===== src/kwm_pkg.sv =====
// shared constants, types and helpers for the k-way sorted merge
package kwm_pkg;

  localparam int LANES      = 4;
  localparam int LANE_DEPTH = 16;
  localparam int LANE_REACH = 4;
  localparam int USE_MAX    = (LANES < LANE_REACH) ? LANES : LANE_REACH;

  localparam int VAL_W  = 32;
  localparam int LANE_W = 2;
  localparam int CFG_W  = 3;
  localparam int LIDX_W = $clog2(LANES);
  localparam int PTR_W  = $clog2(LANE_DEPTH);
  localparam int CNT_W  = $clog2(LANE_DEPTH + 1);

  localparam int IN_DATA_W  = ((VAL_W + LANE_W + 7) / 8) * 8;
  localparam int OUT_DATA_W = ((VAL_W + LANE_W + 7) / 8) * 8;
  localparam int OUT_PAD_W  = OUT_DATA_W - VAL_W - LANE_W;

  localparam logic [CFG_W-1:0] LANES_RESET = 3'd4;

  localparam logic OP_PUSH  = 1'b0;
  localparam logic OP_CLOSE = 1'b1;

  typedef enum logic [1:0] {
    ST_IDLE,
    ST_OVF,
    ST_FETCH,
    ST_PICK
  } kwm_state_e;

  typedef struct packed {
    logic take_item;
    logic take_cfg;
    logic emit_ovf;
    logic pop;
    logic clear;
  } kwm_cmd_t;

  typedef struct packed {
    logic ovf_hit;
    logic can_pop;
    logic last_after;
    logic done_now;
    logic out_free;
  } kwm_status_t;

  // clamp the lane count register into the range the block really has
  function automatic logic [CFG_W-1:0] eff_lanes(input logic [CFG_W-1:0] v);
    logic [CFG_W-1:0] u;
    u = v;
    if (u == '0) u = CFG_W'(1);
    if (u > CFG_W'(USE_MAX)) u = CFG_W'(USE_MAX);
    return u;
  endfunction

endpackage


===== src/k_way_sorted_merge_top.sv =====
// top level of the k-way sorted merge
// Merges up to LANES ascending signed 32-bit streams into one ascending stream.
// Each request on the input channel either pushes a value into a lane buffer
// (tuser = 0) or closes the lane (tuser = 1). After every request the block
// emits the smallest buffered head for as long as every open lane holds an
// element; equal heads go to the highest-numbered lane. A push into a full lane
// is dropped and answered with one result flagged in tuser. When all lanes in
// use are closed and drained, the final result carries tlast and the block
// clears itself; closing the last lane with nothing buffered clears it silently.
// Writing lanes_in_use (0 acts as 1, values above the lane count are clipped)
// also clears the merge in progress. An accepted request goes through the fetch
// and pick states for the head compare, and each pop that ends no merge leads to
// a new fetch, since each lane buffer is a ram with a registered read that must
// be refetched after a pop before the next compare. A dropped push is answered
// from an overflow state first. No clearing pass is needed after reset:
// per-lane fill counts mark what is valid. The result register decouples the
// output: a new request is taken while the last result still waits.
module k_way_sorted_merge_top
  import kwm_pkg::*;
(
  input  logic                  clk_i,
  input  logic                  rst_ni,
  // input requests
  input  logic                  s_tvalid_i,
  output logic                  s_tready_o,
  input  logic [IN_DATA_W-1:0]  s_tdata_i,   // lane [1:0], value [33:2], zero pad
  input  logic                  s_tuser_i,   // operation: 0 push, 1 close
  // merged results
  output logic                  m_tvalid_o,
  input  logic                  m_tready_i,
  output logic [OUT_DATA_W-1:0] m_tdata_o,   // value_out [31:0], from_lane [33:32], pad
  output logic                  m_tuser_o,   // overflow
  output logic                  m_tlast_o,   // last element of the merge
  // lanes_in_use register write
  input  logic                  cfg_valid_i,
  output logic                  cfg_ready_o,
  input  logic [CFG_W-1:0]      cfg_data_i
);

  kwm_cmd_t    cmd;
  kwm_status_t status;

  // sequencer: accept, overflow result, fetch heads, pick and pop
  kwm_ctrl u_ctrl (
    .clk_i       (clk_i),
    .rst_ni      (rst_ni),
    .in_tvalid_i (s_tvalid_i),
    .cfg_valid_i (cfg_valid_i),
    .status_i    (status),
    .in_tready_o (s_tready_o),
    .cfg_ready_o (cfg_ready_o),
    .cmd_o       (cmd)
  );

  // lane buffers, counts, pointers, head compare and result register
  kwm_datapath u_datapath (
    .clk_i        (clk_i),
    .rst_ni       (rst_ni),
    .cmd_i        (cmd),
    .status_o     (status),
    .in_tdata_i   (s_tdata_i),
    .in_tuser_i   (s_tuser_i),
    .cfg_data_i   (cfg_data_i),
    .out_tvalid_o (m_tvalid_o),
    .out_tready_i (m_tready_i),
    .out_tdata_o  (m_tdata_o),
    .out_tuser_o  (m_tuser_o),
    .out_tlast_o  (m_tlast_o)
  );

endmodule


===== src/kwm_ram.sv =====
// generic single write port ram with registered read
module kwm_ram #(
  parameter int WIDTH = 32,
  parameter int DEPTH = 16
) (
  input  logic                     clk_i,
  input  logic                     we_i,
  input  logic [$clog2(DEPTH)-1:0] waddr_i,
  input  logic [WIDTH-1:0]         wdata_i,
  input  logic [$clog2(DEPTH)-1:0] raddr_i,
  output logic [WIDTH-1:0]         rdata_o
);

  logic [WIDTH-1:0] mem_q [DEPTH];

  always_ff @(posedge clk_i) begin
    if (we_i) begin
      mem_q[waddr_i] <= wdata_i;
    end
    rdata_o <= mem_q[raddr_i];
  end

endmodule


===== src/kwm_ctrl.sv =====
// sequencer for the k-way sorted merge
module kwm_ctrl
  import kwm_pkg::*;
(
  input  logic        clk_i,
  input  logic        rst_ni,
  input  logic        in_tvalid_i,
  input  logic        cfg_valid_i,
  input  kwm_status_t status_i,
  output logic        in_tready_o,
  output logic        cfg_ready_o,
  output kwm_cmd_t    cmd_o
);

  kwm_state_e state_q, state_d;

  always_ff @(posedge clk_i or negedge rst_ni) begin
    if (!rst_ni) begin
      state_q <= ST_IDLE;
    end else begin
      state_q <= state_d;
    end
  end

  // next state
  always_comb begin
    state_d = state_q;
    case (state_q)
      ST_IDLE: begin
        if (in_tvalid_i && !cfg_valid_i) begin
          state_d = status_i.ovf_hit ? ST_OVF : ST_FETCH;
        end
      end
      ST_OVF: begin
        if (status_i.out_free) state_d = ST_FETCH;
      end
      ST_FETCH: state_d = ST_PICK;
      ST_PICK: begin
        if (status_i.can_pop) begin
          if (status_i.out_free) begin
            state_d = status_i.last_after ? ST_IDLE : ST_FETCH;
          end
        end else begin
          state_d = ST_IDLE;
        end
      end
      default: state_d = ST_IDLE;
    endcase
  end

  // outputs
  always_comb begin
    in_tready_o = 1'b0;
    cfg_ready_o = 1'b0;
    cmd_o       = '0;
    case (state_q)
      ST_IDLE: begin
        cfg_ready_o     = 1'b1;
        in_tready_o     = !cfg_valid_i;
        cmd_o.take_cfg  = cfg_valid_i;
        cmd_o.take_item = in_tvalid_i && !cfg_valid_i;
      end
      ST_OVF: begin
        cmd_o.emit_ovf = status_i.out_free;
      end
      ST_FETCH: begin
        cmd_o = '0;
      end
      ST_PICK: begin
        cmd_o.pop   = status_i.can_pop && status_i.out_free;
        cmd_o.clear = (status_i.can_pop && status_i.out_free && status_i.last_after)
                      || (!status_i.can_pop && status_i.done_now);
      end
      default: begin
        cmd_o = '0;
      end
    endcase
  end

endmodule


===== src/kwm_datapath.sv =====
// lane buffers, lane bookkeeping, head compare and output register
module kwm_datapath
  import kwm_pkg::*;
(
  input  logic                  clk_i,
  input  logic                  rst_ni,
  input  kwm_cmd_t              cmd_i,
  output kwm_status_t           status_o,
  input  logic [IN_DATA_W-1:0]  in_tdata_i,
  input  logic                  in_tuser_i,
  input  logic [CFG_W-1:0]      cfg_data_i,
  output logic                  out_tvalid_o,
  input  logic                  out_tready_i,
  output logic [OUT_DATA_W-1:0] out_tdata_o,
  output logic                  out_tuser_o,
  output logic                  out_tlast_o
);

  localparam logic [VAL_W-1:0] SIGN_FLIP = {1'b1, {(VAL_W-1){1'b0}}};

  logic [CNT_W-1:0]  cnt_q [LANES];
  logic [CNT_W-1:0]  cnt_d [LANES];
  logic [PTR_W-1:0]  rp_q  [LANES];
  logic [PTR_W-1:0]  rp_d  [LANES];
  logic [LANES-1:0]  closed_q, closed_d;
  logic [CFG_W-1:0]  use_q, use_d;
  logic [VAL_W-1:0]  head  [LANES];

  logic [LANE_W-1:0] item_lane_q;
  logic [VAL_W-1:0]  item_value_q;

  logic              out_valid_q;
  logic [VAL_W-1:0]  out_value_q;
  logic [LANE_W-1:0] out_lane_q;
  logic              out_last_q;
  logic              out_ovf_q;

  logic [LANE_W-1:0] in_lane;
  logic [VAL_W-1:0]  in_value;
  logic [LIDX_W-1:0] in_idx;
  logic              lane_ok;
  logic              in_full;
  logic              push_ok;
  logic              push_en;
  logic              close_en;
  logic [CNT_W:0]    wsum;
  logic [PTR_W-1:0]  wptr;

  logic              ready, found, all_empty, rest_busy;
  logic [LIDX_W-1:0] best;
  logic [VAL_W-1:0]  best_key;
  logic [VAL_W-1:0]  key;
  logic              out_free;
  logic              out_load;

  // input fields
  assign in_lane  = in_tdata_i[LANE_W-1:0];
  assign in_value = in_tdata_i[LANE_W +: VAL_W];
  assign in_idx   = LIDX_W'(in_lane);
  assign lane_ok  = int'(in_lane) < LANES;
  assign in_full  = cnt_q[in_idx] == CNT_W'(LANE_DEPTH);
  assign push_ok  = lane_ok && (in_tuser_i == OP_PUSH) && !closed_q[in_idx];
  assign push_en  = cmd_i.take_item && push_ok && !in_full;
  assign close_en = cmd_i.take_item && lane_ok && (in_tuser_i == OP_CLOSE);

  // circular write position behind the lane's head
  always_comb begin
    wsum = (CNT_W+1)'(rp_q[in_idx]) + (CNT_W+1)'(cnt_q[in_idx]);
    if (wsum >= (CNT_W+1)'(LANE_DEPTH)) wsum = wsum - (CNT_W+1)'(LANE_DEPTH);
    wptr = PTR_W'(wsum);
  end

  for (genvar g = 0; g < LANES; g++) begin : g_lane
    kwm_ram #(
      .WIDTH (VAL_W),
      .DEPTH (LANE_DEPTH)
    ) u_buf (
      .clk_i   (clk_i),
      .we_i    (push_en && (in_idx == LIDX_W'(g))),
      .waddr_i (wptr),
      .wdata_i (in_value),
      .raddr_i (rp_q[g]),
      .rdata_o (head[g])
    );
  end

  // smallest head, ties to the higher lane
  always_comb begin
    ready     = 1'b1;
    found     = 1'b0;
    all_empty = 1'b1;
    best      = '0;
    best_key  = '0;
    key       = '0;
    for (int l = 0; l < LANES; l++) begin
      if (cnt_q[l] != '0) begin
        all_empty = 1'b0;
        key = head[l] ^ SIGN_FLIP;
        if (!found || key <= best_key) begin
          best     = LIDX_W'(l);
          best_key = key;
          found    = 1'b1;
        end
      end else if (!closed_q[l]) begin
        ready = 1'b0;
      end
    end
  end

  // anything left once the chosen head is taken
  always_comb begin
    rest_busy = 1'b0;
    for (int l = 0; l < LANES; l++) begin
      if (LIDX_W'(l) == best) begin
        if (cnt_q[l] != CNT_W'(1)) rest_busy = 1'b1;
      end else if (cnt_q[l] != '0) begin
        rest_busy = 1'b1;
      end
    end
  end

  assign out_free = !out_valid_q || out_tready_i;
  assign out_load = cmd_i.pop || cmd_i.emit_ovf;

  assign status_o.ovf_hit    = push_ok && in_full;
  assign status_o.can_pop    = ready && found;
  assign status_o.last_after = (&closed_q) && !rest_busy;
  assign status_o.done_now   = (&closed_q) && all_empty;
  assign status_o.out_free   = out_free;

  // lane bookkeeping
  always_comb begin
    cnt_d    = cnt_q;
    rp_d     = rp_q;
    closed_d = closed_q;
    use_d    = use_q;
    if (push_en) cnt_d[in_idx] = cnt_q[in_idx] + CNT_W'(1);
    if (close_en) closed_d[in_idx] = 1'b1;
    if (cmd_i.pop) begin
      cnt_d[best] = cnt_q[best] - CNT_W'(1);
      if (rp_q[best] == PTR_W'(LANE_DEPTH - 1)) begin
        rp_d[best] = '0;
      end else begin
        rp_d[best] = rp_q[best] + PTR_W'(1);
      end
    end
    if (cmd_i.take_cfg) use_d = eff_lanes(cfg_data_i);
    if (cmd_i.clear || cmd_i.take_cfg) begin
      for (int l = 0; l < LANES; l++) begin
        cnt_d[l]    = '0;
        rp_d[l]     = '0;
        closed_d[l] = l >= int'(use_d);
      end
    end
  end

  always_ff @(posedge clk_i or negedge rst_ni) begin
    if (!rst_ni) begin
      use_q       <= eff_lanes(LANES_RESET);
      out_valid_q <= 1'b0;
      for (int l = 0; l < LANES; l++) begin
        cnt_q[l]    <= '0;
        rp_q[l]     <= '0;
        closed_q[l] <= l >= int'(eff_lanes(LANES_RESET));
      end
    end else begin
      use_q    <= use_d;
      cnt_q    <= cnt_d;
      rp_q     <= rp_d;
      closed_q <= closed_d;
      if (out_load) begin
        out_valid_q <= 1'b1;
      end else if (out_tready_i) begin
        out_valid_q <= 1'b0;
      end
    end
  end

  // payload registers
  always_ff @(posedge clk_i) begin
    if (cmd_i.take_item) begin
      item_lane_q  <= in_lane;
      item_value_q <= in_value;
    end
    if (cmd_i.pop) begin
      out_value_q <= head[best];
      out_lane_q  <= LANE_W'(best);
      out_last_q  <= status_o.last_after;
      out_ovf_q   <= 1'b0;
    end else if (cmd_i.emit_ovf) begin
      out_value_q <= item_value_q;
      out_lane_q  <= item_lane_q;
      out_last_q  <= 1'b0;
      out_ovf_q   <= 1'b1;
    end
  end

  assign out_tvalid_o = out_valid_q;
  assign out_tdata_o  = {{OUT_PAD_W{1'b0}}, out_lane_q, out_value_q};
  assign out_tuser_o  = out_ovf_q;
  assign out_tlast_o  = out_last_q;

  // a merge that ends or is cleared leaves no element behind
  a_clear_empties : assert property (@(posedge clk_i) disable iff (!rst_ni)
    cmd_i.clear |=> all_empty)
    else $error("lane counts not zero after clear");

  // an overflow result only follows a push into a full lane
  a_ovf_full : assert property (@(posedge clk_i) disable iff (!rst_ni)
    cmd_i.emit_ovf |-> cnt_q[LIDX_W'(item_lane_q)] == CNT_W'(LANE_DEPTH))
    else $error("overflow result for a lane that is not full");

  // a pop or an overflow result never loads over a result still waiting
  a_no_overwrite : assert property (@(posedge clk_i) disable iff (!rst_ni)
    (out_valid_q && !out_tready_i) |-> !out_load)
    else $error("result register overwritten");

endmodule


===== config.mk =====
export PLATFORM = sky130hd
export DESIGN_NAME = k_way_sorted_merge_top
export DESIGN_NICKNAME = d
export VERILOG_FILES = /design/src/kwm_pkg.sv /design/src/k_way_sorted_merge_top.sv /design/src/kwm_ram.sv /design/src/kwm_ctrl.sv /design/src/kwm_datapath.sv
export SDC_FILE = /design/constraint.sdc
export NUM_CORES = 2
export LEC_CHECK = 0
export BUFFER_PORTS_ARGS = -buffer_cell sky130_fd_sc_hd__buf_4
export CAP_MARGIN = 40
export CORE_MARGIN = 4
export CORE_UTILIZATION = 23
export DETAILED_ROUTE_END_ITERATION = 10
export PLACE_DENSITY_LB_ADDON = 0.05
export RECOVER_POWER = 50
export SYNTH_ARGS = -nofsm -noshare
export SYNTH_HDL_FRONTEND = slang
export SYNTH_HIERARCHICAL = 1
export SYNTH_SLANG_ARGS = --single-unit

===== constraint.sdc =====
create_clock -name clk_i -period 13.7 [get_ports clk_i]
set_clock_uncertainty 0.2 [all_clocks]
set_input_delay 2.74 -clock clk_i [delete_from_list [all_inputs] [get_ports clk_i]]
set_output_delay 2.74 -clock clk_i [all_outputs]
set_load 0.005 [all_outputs]

Word-level counts from Yosys, hierarchy flattened
Memories as Yosys holds them, arrays and structs flattened. A register that Yosys moved wholly into a read port is not among the register bits.
Index checks and enable logic that the tools add are counted.
{ "word_totals": {"reg_bits": 116, "mem_bits_rw": 2048, "mem_count": 4, "wordCells": 229} }
{ "classes": {"n_reduce_logical": 49, "order_cmp": 15, "n_addsub": 5, "n_bitwise": 10, "mux": 110, "eq_ne": 18} }
{ "memory_table": {"columns": ["name", "depth", "word_bits", "read_ports", "rd_ports_with_merged_regs", "write_ports", "line", "rtl"], "rows": [
  ["u_datapath.g_lane[0].u_buf.mem_q", 16, 32, 1, 1, 1, "kwm_ram.sv:14", "logic [WIDTH-1:0] mem_q [DEPTH];"],
  ["u_datapath.g_lane[1].u_buf.mem_q", 16, 32, 1, 1, 1, "kwm_ram.sv:14", null],
  ["u_datapath.g_lane[2].u_buf.mem_q", 16, 32, 1, 1, 1, "kwm_ram.sv:14", null],
  ["u_datapath.g_lane[3].u_buf.mem_q", 16, 32, 1, 1, 1, "kwm_ram.sv:14", null]
]} }
{ "op_table": {"columns": ["operator", "count"], "rows": [
  ["32-bit 2-to-1 mux", 9],
  ["32-bit <= comparator", 3],
  ["32-bit binary-select mux with 2-bit select", 1],
  ["20-bit 2-to-1 mux", 3],
  ["1-bit 2-to-1 mux", 48],
  ["16-bit 2-to-1 mux", 3],
  ["20-bit bitwise mux", 2],
  ["4-bit 2-to-1 mux", 8],
  ["2-bit 2-to-1 mux", 15],
  ["5-bit 2-to-1 mux", 6],
  ["5-bit binary-select mux with 2-bit select", 2],
  ["5-bit demux with 2-bit select", 2],
  ["5-bit by 1-bit inequality test with 1-bit output (second input constant)", 4],
  ["5-bit nonzero test", 4],
  ["1-bit logical AND", 19],
  ["16-bit bitwise AND", 1],
  ["4-bit binary-select mux with 2-bit select", 2],
  ["16-bit bitwise mux", 1],
  ["16-bit NOT", 1],
  ["3-bit 2-to-1 mux", 4],
  ["1-bit zero test", 9],
  ["4-bit demux with 2-bit select", 1],
  ["2-bit == test (second input constant)", 4],
  ["2-bit case mux with 4 select lines", 1],
  ["other kinds (31)", 54]
]} }

Logic depth before layout (Yosys ltp)
{ "logic_depth": {"ltp_word": 29, "depth_mapped": 47, "depth_no_buf": 38} }

By module
The synthesis kept the hierarchy.
{ "modules_own_cells": {"columns": ["module", "cells_each", "seq_area_each_um2", "n_inst", "area_each_um2"], "rows": [
  ["kwm_ram (u_datapath.g_lane[2].u_buf ...)", 838, 16015.4, 2, 19854.0],
  ["kwm_ram (u_datapath.g_lane[0].u_buf ...)", 838, 16015.4, 2, 19835.3],
  ["kwm_datapath", 1079, 3194.3, 1, 9470.3],
  ["kwm_ctrl", 23, 50.0, 1, 192.7]
]} }

Worst setup path before layout
OpenSTA, ideal clock, no wires.
{ "synth_path": {"path_kind": "input to register", "startpoint": "input port cfg_valid_i", "endpoint": "memory u_datapath.g_lane[1].u_buf.mem_q[0][0] (enable)", "arrival_ps": 9133, "required_time_ps": 13039, "path_stages": 8, "path_slack_ps": 3906, "path_cell_list": "nand2b_4 nor3_1 nand3_1 or3_1 clkbuf_1 inv_1 or3b_2 nor3_1"} }
{ "synth_rtl": {"columns": ["element", "line", "rtl"], "rows": [
  ["from (decl)", "k_way_sorted_merge_top.sv:35", "input logic cfg_valid_i,"],
  ["to (decl)", "kwm_ram.sv:14", null]
]} }

==> impl_metrics.csv <==
group,metric,value,unit
outcome,status,"finished with violations",
outcome,violations,"max-capacitance violations, max-slew violations",
final_layout,final_cell_mix,"2,117 x edfxtp_1, 522 x mux4_2, 296 x clkbuf_16, 272 x a22oi_1, 267 x nand2_1",
min_path,hold_depth,2,
cts,cts_htree_levels,5,
final_layout,post-route-cell-area,0.106,mm²
cts,cts_buffer_depth,4,
logic_synthesis,synth-seq-cells,2292,
logic_synthesis,yosys.area.top_type,"edfxtp_1",
grt,grt_overflow_total,0,
worst_setup_path,r2r_end,"u_datapath/cnt_q[4]",
worst_setup_path,required,14.28,ns
pwr,p_clk_share,42.0,%
pwr,seqPwrFrac,45.8,%
grt,grt_pass1_vias,47123,
logic_synthesis,synthDistinctLibCells,81,
timing,period_share,91.3,%
worst_setup_path,cp_max_fo,56,
timing,grt_setup_unrepaired,"no",
final_layout,fin_nets,4916,
cts,postCtsHoldBufs,0,
cts,worstSkewPairLatency,0.90,ns
worst_setup_path,critPathMostFrequentCell,"buf_4",
pwr,p_sw,4530,µW
die,die_area,0.397,mm²
cts,cts.sinks,2292,
logic_synthesis,async_flop_share,2.01,%
cts,numCtsBuffers,285,
drt,wl_per_cell,30.0,µm
placement,numPortBuffers,81,
logic_synthesis,synthTopCellsByArea,"edfxtp_1 71%, mux4_2 13%, dfxtp_1 2.9%, a22oi_1 2.3%, ha_1 1.4%",
drt,first_pass_iters,5,
logic_synthesis,synth_area_per_cell,20.0,µm²
logic_synthesis,yosysWarnings,6,
final_layout,area_delta_synth_final,18.7,%
worst_setup_path,cpMaxStageDelayCell,"nor4_1",
logic_synthesis,syn_area,0.0890,mm²
drt,first_iter_violations,3529,
worst_setup_path,max_stage_delay,0.77,ns
pwr,power_frac_comb,12.2,%
grt,grt_max_degree,107,
drt,drc,0,
grt,track_usage,15.0,%
timing,hold_violations,0,
worst_setup_path,worstPathArrival,13.09,ns
timing,tightest_slew,7.11,ns
die,die_x,630,µm
logic_synthesis,syn_inst,4454,
drt,wl,305,mm
cts,cts_tree,"built",
final_layout,final_common_cell,"edfxtp_1",
pwr,intPower,12800,µW
grt,antenna_found_initial,30,
min_path,hold-path-endpoint,"u_datapath/out_tuser_o",
min_path,hp-class,"flop to flop",
timing,relSlewSlack,-374,%
cts,cts.clk_slew.worst_paths,0.06,ns
timing,drv_slew,2515,
die,rows,228,
pwr,p_sw_share,26.1,%
final_layout,layout-drive-gt1-share,24.2,%
worst_setup_path,reg2reg_depth,39,
cts,root_buffer,"clkbuf_16",
drt,ant_nets,0,
placement,place_area,0.0976,mm²
grt,grt_pass1_wl,414,mm
timing,finalSetupViolations,0,
logic_synthesis,ys.flop_type,"edfxtp_1",
worst_setup_path,startpoint_type,"flop",
worst_setup_path,r2r-start,"u_datapath/cnt_q[19]",
run,max-cap-violations,72,
placement,dpl.hpwl,184,mm
timing,fmax,79.9,MHz
worst_setup_path,r2r_slack,1.19,ns
worst_setup_path,worst_setup_path_end_kind,"flop",
drt,vias_per_cell,4.42,
timing,period_needed,12.51,ns
die,core_region_area,0.386,mm²
timing,setup_tns,0,ns
worst_setup_path,crit_type,"flop to flop",
final_layout,fill_cells,38422,
logic_synthesis,yosysTopAreaCellShare,71.4,%
logic_synthesis,synth-edff-count,2117,
pwr,ir_worst_vdd,0.0000947,V
drt,vias,44909,
die,initial_core_util,23.1,%
logic_synthesis,synth.yosys.seq_area_share,75.6,%
cts,cts_setup_buffers,0,
die,fp.dieH,630,µm
placement,place_congestion,0.771,
pwr,p_leak,0.0322,µW
pwr,power_density,164,mW/mm²
min_path,worstHoldStart,"u_datapath/out_tuser_o",
cts,ctsResizeCount,0,
die,io_pins,94,
-- cell families after synthesis --
logic type,count (synthesis),share of synthesized area [%]
AOI/OAI and AO/OA,619,4.80
DFF,2292,75.6
and+or+nand+nor,619,3.20
xor gates and xnor gates,9,0.0885
buffers and inverters,270,1.44
other,1,0.00421
muxes,540,13.4
adders and majority gates,104,1.47
-- per-layer routing --
layer | track usage [%] | wire [µm] | vias to the layer above
li1 | - | - | 19163
met1 | 20.5 | 136000 | 24346
met2 | 24.9 | 147000 | 1051
met3 | 2.44 | 14500 | 347
met4 | 3.96 | 8110 | 2
met5 | 0 | 8 | -
-- synthesized netlist by cell type, types with 5 or more instances --
library cell     n
o21a_1           5
inv_1           24
nand2_1        267
or3_1            9
and3_1           6
a211oi_1        33
a221oi_1        16
o21ai_0         37
mux4_2         522
xnor2_1          6
nor3_1          28
o311ai_1         6
buf_6            6
a31oi_1          6
edfxtp_1      2117
nand4_1         31
nor2b_1         13
and2_1          16
o211ai_1         9
clkbuf_1       106
mux2i_1         13
nor2_1         141
dfrtp_1         45
a2111oi_0        6
a21boi_0        18
or4_1            9
nor4_1           8
buf_4           49
nand3b_1         9
nand2b_1        18
a21oi_1        157
dfxtp_1        129
nand3_1         42
a21o_1          24
a22oi_1        272
buf_1           55
buf_2           29
ha_1           103
-- per-stage QoR --
step           instances  power (µW)  setup WS (ns)  util (%)  hold WS, ns
2_1_floorplan       4459        9230           3.91         -        0.265
3_3_place_gp        9610       10200           1.30      25.1        0.271
3_5_place_dp        9651       10200           1.40      25.3        0.278
4_1_cts            10154       17700           1.35      27.6        0.294
5_1_grt            10155       18200          0.553      27.4        0.320
6_report           10164       17300           1.19      27.4        0.288
-- worst max-delay path: cells and delay by family (launching register included) --
kind                     cells  cell delay (ns)
buffers and inverters        5             1.93
AND/OR/NAND/NOR             16             5.20
multiplexers                 1             0.26
flip-flops                   1             0.51
AO/OA/AOI/OAI               14             3.34
adder cells (fa/ha/maj)      3             0.90
-- cell type report --
cell class | instances | area (µm²) | share of cell area [%]
timing repair buffer | 262 | 1810 | 1.71
inverter | 25 | 93.8 | 0.0888
clock buffer | 393 | 7960 | 7.53
tap | 5175 | 6470 | 6.13
clock inverter | 110 | 967 | 0.915
sequential | 2292 | 67300 | 63.7
multi-input combinational | 1897 | 21000 | 19.9
antenna | 10 | 25.0 | 0.0237
-- power by group through the flow --
stage | clock network [µW] | logic (µW) | registers [µW]
after global routing | 7880 | 2330 | 7960
after global placement | 0 | 2130 | 8090
after CTS | 7590 | 2150 | 7940
final | 7280 | 2110 | 7950
after detailed placement | 0 | 2140 | 8080
after floorplan | 0 | 1290 | 7940
-- how the worst max path moves through the flow --
stage	startpoint	end	slack (ns)	depth (start not counted)
6_report	u_datapath/cnt_q[19]	u_datapath/cnt_q[4]	1.19	39
5_1_grt	u_datapath/cnt_q[19]	u_datapath/cnt_q[4]	0.55	39
4_1_cts	u_datapath/cnt_q[19]	u_datapath/cnt_q[4]	1.35	39
3_5_place_dp	u_datapath/cnt_q[19]	u_datapath/cnt_q[4]	1.40	39
3_3_place_gp	u_datapath/cnt_q[19]	u_datapath/cnt_q[4]	1.30	37
2_1_floorplan	cfg_valid_i	u_datapath/g_lane[1].u_buf/mem_q[0][0]	3.91	8
-- state kept, by name (all words and copies together), names as in the netlist --
name	count
u_datapath/use_q	3
u_datapath/out_tuser_o	1
u_datapath/out_tlast_o	1
u_datapath/out_tvalid_o	1
u_datapath/out_lane_q	2
u_datapath/item_lane_q	2
u_datapath/cnt_q	20
u_ctrl/state_q	2
u_datapath/rp_q	16
u_datapath/item_value_q	32
u_datapath/g_lane.u_buf/rdata_o	128
u_datapath/out_value_q	32
u_datapath/g_lane.u_buf/mem_q	2048
u_datapath/closed_q	4
Power figures use the tool's default switching activity.
